<file path="src/rtl/core/spq_pkg.sv">
// spq_pkg: shared types, constants and codes for the stable priority queue
// used by spq_ctrl and stable_priority_queue; no dependencies
package spq_pkg;

  localparam int QueueDepth = 16;
  localparam int DataBits   = 32;
  localparam int AddrW      = $clog2(QueueDepth);
  localparam int CntW       = $clog2(QueueDepth + 1);
  localparam int CfgW       = 5;
  localparam int TaskW      = 8;
  localparam int PrioW      = 8;
  localparam int InDataW    = TaskW + PrioW + DataBits;
  localparam int OutRawW    = TaskW + PrioW + DataBits + CntW;
  localparam int OutDataW   = ((OutRawW + 7) / 8) * 8;

  // operation selector
  localparam logic FUNC_INSERT  = 1'b0;
  localparam logic FUNC_EXTRACT = 1'b1;

  typedef enum logic [1:0] {
    STATUS_DONE  = 2'd0,
    STATUS_FULL  = 2'd1,
    STATUS_EMPTY = 2'd2
  } status_t;

  typedef enum logic [1:0] {
    S_IDLE,
    S_SCAN,
    S_SHIFT,
    S_DONE
  } state_t;

  typedef struct packed {
    logic [TaskW-1:0]    task_id;
    logic [PrioW-1:0]    prio;
    logic [DataBits-1:0] data;
  } entry_t;

  typedef struct packed {
    status_t         status;
    entry_t          entry;
    logic [CntW-1:0] left;
  } result_t;

endpackage

</file>
<file path="src/rtl/core/spq_ram.sv">
// spq_ram: simple dual-port synchronous ram, one write and one read port
// read data registered; no dependencies
module spq_ram #(
  parameter int Width = 48,
  parameter int Depth = 16
) (
  input  logic                     clk,
  input  logic                     wr_en,
  input  logic [$clog2(Depth)-1:0] wr_addr,
  input  logic [Width-1:0]         wr_data,
  input  logic                     rd_en,
  input  logic [$clog2(Depth)-1:0] rd_addr,
  output logic [Width-1:0]         rd_data
);

  logic [Width-1:0] mem [Depth];

  always_ff @(posedge clk) begin
    if (wr_en) begin
      mem[wr_addr] <= wr_data;
    end
  end

  always_ff @(posedge clk) begin
    if (rd_en) begin
      rd_data <= mem[rd_addr];
    end
  end

endmodule

</file>
<file path="src/rtl/core/spq_ctrl.sv">
// spq_ctrl: sequencer for insert, max-priority scan and shift-down removal
// depends on spq_pkg and spq_ram
module spq_ctrl (
  input  logic                     clk,
  input  logic                     rst,
  input  logic                     in_valid,
  output logic                     in_ready,
  input  logic                     in_func,
  input  spq_pkg::entry_t          in_entry,
  input  logic [spq_pkg::CntW-1:0] limit,
  output logic                     res_valid,
  input  logic                     res_take,
  output spq_pkg::result_t         res
);

  spq_pkg::state_t state, state_next;

  logic [spq_pkg::CntW-1:0]  count;
  logic [spq_pkg::AddrW-1:0] idx;
  logic [spq_pkg::AddrW-1:0] best_idx;
  spq_pkg::entry_t           best_entry;

  logic                      wr_en, rd_en;
  logic [spq_pkg::AddrW-1:0] wr_addr, rd_addr;
  spq_pkg::entry_t           wr_data, rd_entry;

  logic                      accept, can_insert, take_best, scan_last, shift_go, shift_more;
  logic [spq_pkg::AddrW-1:0] best_idx_sel;
  spq_pkg::entry_t           best_sel;
  logic [spq_pkg::CntW-1:0]  cnt_dec, idx_inc;

  spq_ram #(
    .Width($bits(spq_pkg::entry_t)),
    .Depth(spq_pkg::QueueDepth)
  ) u_ram (
    .clk    (clk),
    .wr_en  (wr_en),
    .wr_addr(wr_addr),
    .wr_data(wr_data),
    .rd_en  (rd_en),
    .rd_addr(rd_addr),
    .rd_data(rd_entry)
  );

  assign accept       = in_valid && (state == spq_pkg::S_IDLE);
  assign can_insert   = count < limit;
  assign take_best    = (idx == '0) || (rd_entry.prio > best_entry.prio);
  assign best_idx_sel = take_best ? idx : best_idx;
  assign best_sel     = take_best ? rd_entry : best_entry;
  assign idx_inc      = spq_pkg::CntW'(idx) + spq_pkg::CntW'(1);
  assign scan_last    = idx_inc == count;
  assign cnt_dec      = count - spq_pkg::CntW'(1);
  assign shift_go     = spq_pkg::CntW'(best_idx_sel) < cnt_dec;
  assign shift_more   = idx_inc < count;

  // next state
  always_comb begin
    state_next = state;
    case (state)
      spq_pkg::S_IDLE: begin
        if (accept) begin
          if (in_func == spq_pkg::FUNC_EXTRACT && count != '0) begin
            state_next = spq_pkg::S_SCAN;
          end else begin
            state_next = spq_pkg::S_DONE;
          end
        end
      end
      spq_pkg::S_SCAN: begin
        if (scan_last) begin
          state_next = shift_go ? spq_pkg::S_SHIFT : spq_pkg::S_DONE;
        end
      end
      spq_pkg::S_SHIFT: begin
        if (!shift_more) begin
          state_next = spq_pkg::S_DONE;
        end
      end
      spq_pkg::S_DONE: begin
        if (res_take) begin
          state_next = spq_pkg::S_IDLE;
        end
      end
      default: state_next = spq_pkg::S_IDLE;
    endcase
  end

  // ram controls and handshake outputs
  always_comb begin
    in_ready  = 1'b0;
    res_valid = 1'b0;
    wr_en     = 1'b0;
    wr_addr   = '0;
    wr_data   = in_entry;
    rd_en     = 1'b0;
    rd_addr   = '0;
    case (state)
      spq_pkg::S_IDLE: begin
        in_ready = 1'b1;
        if (accept && in_func == spq_pkg::FUNC_INSERT && can_insert) begin
          wr_en   = 1'b1;
          wr_addr = count[spq_pkg::AddrW-1:0];
        end
        if (accept && in_func == spq_pkg::FUNC_EXTRACT && count != '0) begin
          rd_en = 1'b1;
        end
      end
      spq_pkg::S_SCAN: begin
        if (!scan_last) begin
          rd_en   = 1'b1;
          rd_addr = idx + spq_pkg::AddrW'(1);
        end else if (shift_go) begin
          rd_en   = 1'b1;
          rd_addr = best_idx_sel + spq_pkg::AddrW'(1);
        end
      end
      spq_pkg::S_SHIFT: begin
        // rd_entry holds slot idx+1, moved down into slot idx
        wr_en   = 1'b1;
        wr_addr = idx;
        wr_data = rd_entry;
        if (shift_more) begin
          rd_en   = 1'b1;
          rd_addr = idx + spq_pkg::AddrW'(2);
        end
      end
      spq_pkg::S_DONE: begin
        res_valid = 1'b1;
      end
      default: begin
        res_valid = 1'b0;
      end
    endcase
  end

  always_ff @(posedge clk) begin
    if (rst) begin
      state <= spq_pkg::S_IDLE;
      count <= '0;
    end else begin
      state <= state_next;
      if (accept && in_func == spq_pkg::FUNC_INSERT && can_insert) begin
        count <= count + spq_pkg::CntW'(1);
      end
      if (state == spq_pkg::S_SCAN && scan_last) begin
        count <= cnt_dec;
      end
    end
  end

  // datapath registers
  always_ff @(posedge clk) begin
    case (state)
      spq_pkg::S_IDLE: begin
        if (accept) begin
          idx <= '0;
          res.entry <= '0;
          if (in_func == spq_pkg::FUNC_INSERT) begin
            res.status <= can_insert ? spq_pkg::STATUS_DONE : spq_pkg::STATUS_FULL;
            res.left   <= can_insert ? count + spq_pkg::CntW'(1) : count;
          end else begin
            res.status <= spq_pkg::STATUS_EMPTY;
            res.left   <= count;
          end
        end
      end
      spq_pkg::S_SCAN: begin
        best_idx   <= best_idx_sel;
        best_entry <= best_sel;
        if (scan_last) begin
          idx        <= best_idx_sel;
          res.status <= spq_pkg::STATUS_DONE;
          res.entry  <= best_sel;
          res.left   <= cnt_dec;
        end else begin
          idx <= idx + spq_pkg::AddrW'(1);
        end
      end
      spq_pkg::S_SHIFT: begin
        idx <= idx + spq_pkg::AddrW'(1);
      end
      default: begin
        idx <= idx;
      end
    endcase
  end

endmodule

</file>
<file path="src/rtl/core/stable_priority_queue.sv">
// stable_priority_queue: top level with stream ports, size register and result register
// depends on spq_pkg, spq_ctrl (which holds spq_ram)
//
//  channel | direction | signals                              | beat moves when
//  --------+-----------+--------------------------------------+-------------------------
//  s_      | in        | s_tvalid s_tready s_tdata s_tuser    | s_tvalid && s_tready
//  m_      | out       | m_tvalid m_tready m_tdata m_tuser    | m_tvalid && m_tready
//  cfg_    | in        | cfg_valid cfg_ready cfg_data         | cfg_valid && cfg_ready
//
// one operation at a time; entries live in a 16-deep single-write, single-read ram
// insert: one ram write; the result goes through the done state into the output register
// extract: n live entries, k slot of the winner; the scan reads all n slots, one slot per cycle,
//   and the shift-down moves the n - 1 - k slots above k down, one slot per cycle on the ram port
// reset is synchronous; count clears to zero, size in use returns to 16, no ram clearing
// a finished result sits in the output register while the next input beat is taken;
//   the sequencer then holds its own result until the output register frees up
module stable_priority_queue (
  input  logic                         clk,
  input  logic                         rst,
  input  logic                         s_tvalid,
  output logic                         s_tready,
  // task_id [7:0], priority_req [15:8], event_data [47:16]
  input  logic [spq_pkg::InDataW-1:0]  s_tdata,
  // func [0]
  input  logic                         s_tuser,
  output logic                         m_tvalid,
  input  logic                         m_tready,
  // out_task_id [7:0], out_priority [15:8], out_event_data [47:16],
  // entries_left [52:48], zero pad above
  output logic [spq_pkg::OutDataW-1:0] m_tdata,
  // status [1:0]
  output logic [1:0]                   m_tuser,
  input  logic                         cfg_valid,
  output logic                         cfg_ready,
  input  logic [spq_pkg::CfgW-1:0]     cfg_data
);

  logic [spq_pkg::CfgW-1:0] size_in_use;
  logic [spq_pkg::CntW-1:0] limit;
  spq_pkg::entry_t          in_entry;
  spq_pkg::result_t         res;
  logic                     res_valid, res_take;

  // size register, always writable
  assign cfg_ready = 1'b1;

  always_ff @(posedge clk) begin
    if (rst) begin
      size_in_use <= spq_pkg::CfgW'(spq_pkg::QueueDepth);
    end else if (cfg_valid) begin
      size_in_use <= cfg_data;
    end
  end

  // sizes above the built depth saturate
  assign limit = (size_in_use > spq_pkg::CfgW'(spq_pkg::QueueDepth))
               ? spq_pkg::CntW'(spq_pkg::QueueDepth)
               : spq_pkg::CntW'(size_in_use);

  // unpack the input beat
  assign in_entry.task_id = s_tdata[spq_pkg::TaskW-1:0];
  assign in_entry.prio    = s_tdata[spq_pkg::TaskW +: spq_pkg::PrioW];
  assign in_entry.data    = s_tdata[spq_pkg::TaskW + spq_pkg::PrioW +: spq_pkg::DataBits];

  spq_ctrl u_ctrl (
    .clk      (clk),
    .rst      (rst),
    .in_valid (s_tvalid),
    .in_ready (s_tready),
    .in_func  (s_tuser),
    .in_entry (in_entry),
    .limit    (limit),
    .res_valid(res_valid),
    .res_take (res_take),
    .res      (res)
  );

  // output register loads whenever it is empty or being drained
  assign res_take = res_valid && (!m_tvalid || m_tready);

  always_ff @(posedge clk) begin
    if (rst) begin
      m_tvalid <= 1'b0;
    end else if (res_take) begin
      m_tvalid <= 1'b1;
    end else if (m_tready) begin
      m_tvalid <= 1'b0;
    end
  end

  always_ff @(posedge clk) begin
    if (res_take) begin
      m_tuser <= res.status;
      m_tdata <= {{(spq_pkg::OutDataW - spq_pkg::OutRawW){1'b0}},
                  res.left, res.entry.data, res.entry.prio, res.entry.task_id};
    end
  end

endmodule
</file>
<file path="config.mk">
export PLATFORM = sky130hd
export DESIGN_NAME = stable_priority_queue
export DESIGN_NICKNAME = d
export VERILOG_FILES = /design/src/rtl/core/spq_pkg.sv /design/src/rtl/core/spq_ram.sv /design/src/rtl/core/spq_ctrl.sv /design/src/rtl/core/stable_priority_queue.sv
export SDC_FILE = /design/constraint.sdc
export NUM_CORES = 1
export LEC_CHECK = 0
export BUFFER_PORTS_ARGS = -buffer_cell sky130_fd_sc_hd__buf_2
export CORE_MARGIN = 3
export CORE_UTILIZATION = 39
export CTS_CLUSTER_DIAMETER = 40
export DETAILED_ROUTE_END_ITERATION = 6
export PLACE_DENSITY = 0.55
export SETUP_SLACK_MARGIN = 0.3
export SYNTH_ARGS = -nofsm -noshare
export SYNTH_HDL_FRONTEND = slang
export SYNTH_SLANG_ARGS = --single-unit
export TNS_END_PERCENT = 1
</file>
<file path="constraint.sdc">
create_clock -name clk -period 5.85 [get_ports clk]
set_input_delay 0 -clock clk [delete_from_list [all_inputs] [get_ports clk]]
set_output_delay 0 -clock clk [all_outputs]
set_load 0.005 [all_outputs]
</file>
==> impl_metrics.toml <==
[timing]
period_needed_ns = 5.32
tns_ns = 0
setup_viol = 0
fin_skew_ns = 0.0342
hold_violations = 0
fin_crit_sh_pct = 91.0
worst_pin_slew_ns = 1.12
drv_slew = 0
timing.fmax_mhz = 188
hold_slack_ns = 0.194
rsz0062_at_grt = "yes"
relSlewSlack_pct = 25.0

[placed_design]
place.gp.congestion = 0.810
dp.cells = 4010
portBuffers = 115
hpwl_um = 55200

[flow_run]
max-cap-violations = 0

[critical_path]
end_kind = "flop"
worstPathRequired_ns = 6.21
reg2reg_depth = 18
criticalPathCategory = "reg -> reg"
crit_arrival_ns = 5.69
cp-start-kind = "flop"
cp_max_fo = 29
crit_chain = "ha_1 > nor2b_1 > o211a_1 > o21ai_1 > nand2_1 > nor2_4 > mux2_2 > ha_1 > a21o_1 > a21oi_1 > o221ai_2 > o31ai_4 > nand2b_1 > o311ai_4 > nand2_2 > buf_12 > o32a_1 > nand3_1"
crit_top_cell = "ha_1"
slowest_delay_ns = 0.45
slowest_stage = "nand2_2"

[power_and_ir_drop]
p_leak_nw = 16.2
p_switching_w = 0.00871
finalPower_w = 0.0260
power_frac_clock_pct = 30.4
p_int_w = 0.0172
pwr-share-comb_pct = 28.9
power.density_nw_per_um2 = 547
switching_share_pct = 33.5
pwr-share-seq_pct = 40.7
peakVddDrop_mv = 0.455

[die]
die_y_um = 325
core_area_um2 = 101000
dieArea_um2 = 106000
start_util_pct = 39.6
num_rows = 116
fp.dieW_um = 325
num_io_pins = 120

[cts]
clk_path_buf_depth = 3
tritoncts = "built"
cts_root_buf = "clkbuf_16"
clock-sinks = 995
h-tree-depth = 3
cts_buffers = 120
clock_latency_ns = 0.70
clkSlewWorstSetupHoldPaths_ns = 0.05

[global_route]
grt_overflow_total = 0
grt.total_usage_pct = 19.7
grt_pass1_wl_um = 156000
antenna_found_initial = 4
grt_pass1_vias = 23600
grt_max_degree = 83

[layout]
layout-drive-gt1-share_pct = 20.9
areaGrowthSynthToFinish_pct = 19.3
final_nets = 2935
final_cells = 4310

[drt]
antenna_left = 0
wirelength_um = 106000
viasPerCell = 5.48
drc_errors = 0
drtPass1Iterations = 6
vias = 23600
routedWlPerCell_um = 24.6
drt_iter0_drc = 2322

[synth]
syn_inst = 2634
ys_ff_latch = 995
yosysWarningCount = 0
async_reset_ff_share_pct = 0
yosysSeqAreaShare_pct = 74.8
ys_types = 76
synth_top_area_share_pct = 74.1
synthFlopType = "edfxtp_1"
synth_common_cells = "edfxtp_1, nor2_1, nand2_1, a21oi_1, mux2_2"
netlist_area_um2 = 39800
synth_most_common_cell = "edfxtp_1"
avgSynthCellArea_um2 = 15.1
synth_area_leader_cell = "edfxtp_1"
synth_enable_flop_cells = 982
synthTopCellsByArea = "edfxtp_1, nor2_1, mux2_2"

[outcome]
outcome = "complete, no violations"

[hold_path]
holdPathStages = 3
min_path_type = "in -> reg"
-- through the flow --
stage	worst slack (ns)	instance area, um^2	utilization (%)
after detailed placement	0.266	42400	42.1
after CTS	0.215	47400	47.1
final	0.527	47400	47.2
after floorplan	0.0858	39800	-
after global routing	0.285	47400	47.2
after global placement	0.342	42400	42.1
-- power groups by stage --
stage                     registers, W  logic [W]  clock network [W]
after floorplan                 0.0105    0.00467                  0
after global placement          0.0107    0.00735                  0
after detailed placement        0.0107    0.00747                  0
after CTS                       0.0106    0.00755            0.00802
after global routing            0.0107    0.00814            0.00834
final                           0.0106    0.00751            0.00788
-- critical path, delay by kind of cell, from the launching register on --
family,cells,cell delay (ns)
AND/OR/NAND/NOR,6,1.37
buffers and inverters,1,0.31
flip-flops,1,0.44
multiplexers,1,0.39
AO/OA/AOI/OAI,8,1.95
adder cells (fa/ha/maj),2,0.52
-- layout by cell type, fill, tap and decap left out, types with 17 or more instances in the layout --
cell	netlist	routed
buf_4	19	44
mux2_2	96	96
dlygate4sd3_1	0	68
nor2_4	0	17
a21oi_1	114	112
nor3_1	51	50
o21ai_0	64	64
nand2_1	234	232
mux2i_1	55	55
inv_1	23	23
clkbuf_1	76	17
nor2_1	332	315
edfxtp_1	982	982
o211ai_1	50	50
clkbuf_16	0	120
o221a_2	76	76
and2_1	50	50
nand3_1	57	55
o221a_1	19	19
buf_12	0	27
buf_2	52	115
bufinv_16	0	22
ha_1	31	29
nor4_1	50	48
o32a_1	47	47
-- layer usage --
layer | global-route usage (%) | part of all wire (%)
met5 | 0 | 0
met4 | 6.11 | 2.4
met3 | 3.02 | 6.7
met2 | 32.4 | 48
met1 | 27.1 | 43
-- cell families after synthesis --
logic type / synth area share [%]
flip-flops: 74.8
AND/OR/NAND/NOR: 8.94
AO/OA/AOI/OAI: 8.52
buffers and inverters: 2.29
multiplexers: 4.10
adder cells (fa/ha/maj): 0.975
XOR/XNOR: 0.374
other: 0.0189
-- sequential cells by signal (all words and copies together) (netlist names) --
signal and flops:
m_tdata 53, size_in_use 5, u_ctrl.best_entry 48, u_ctrl.u_ram.mem 768
u_ctrl.res 55, u_ctrl.best_idx 4, m_tuser 2, u_ctrl.idx 4
u_ctrl.u_ram.rd_data 48, m_tvalid 1, u_ctrl.state 2, u_ctrl.count 5
-- final cells by class --
class	count	area, um^2
inverters	26	97.6
fillers	8543	53100
diodes	1	2.50
clock inverters	90	1250
flip-flops and latches	995	29700
clock buffers	139	3090
repair buffers	255	2140
multi-input cells	1447	9420
well taps	1357	1700
-- final timing paths --
check                                         startpoint                  endpoint  slack (ns)
worst max-delay path            u_ctrl.u_ram.rd_data[33]  u_ctrl.u_ram.rd_data[35]        0.53
worst min-delay path                             s_tuser            u_ctrl.res[53]        0.19
worst max register to register  u_ctrl.u_ram.rd_data[33]  u_ctrl.u_ram.rd_data[35]        0.53
worst min register to register             u_ctrl.res[2]               m_tdata[50]        0.40
-- timing repair --
item,CTS,global route
hold endpoints to repair,784,0
setup buffers,2,0
hold buffers,68,0
endpoints found under the setup margin,25,3
pin swaps,1,0
gates resized for setup,0,6
No activity file was read; power rests on OpenSTA's default activity.
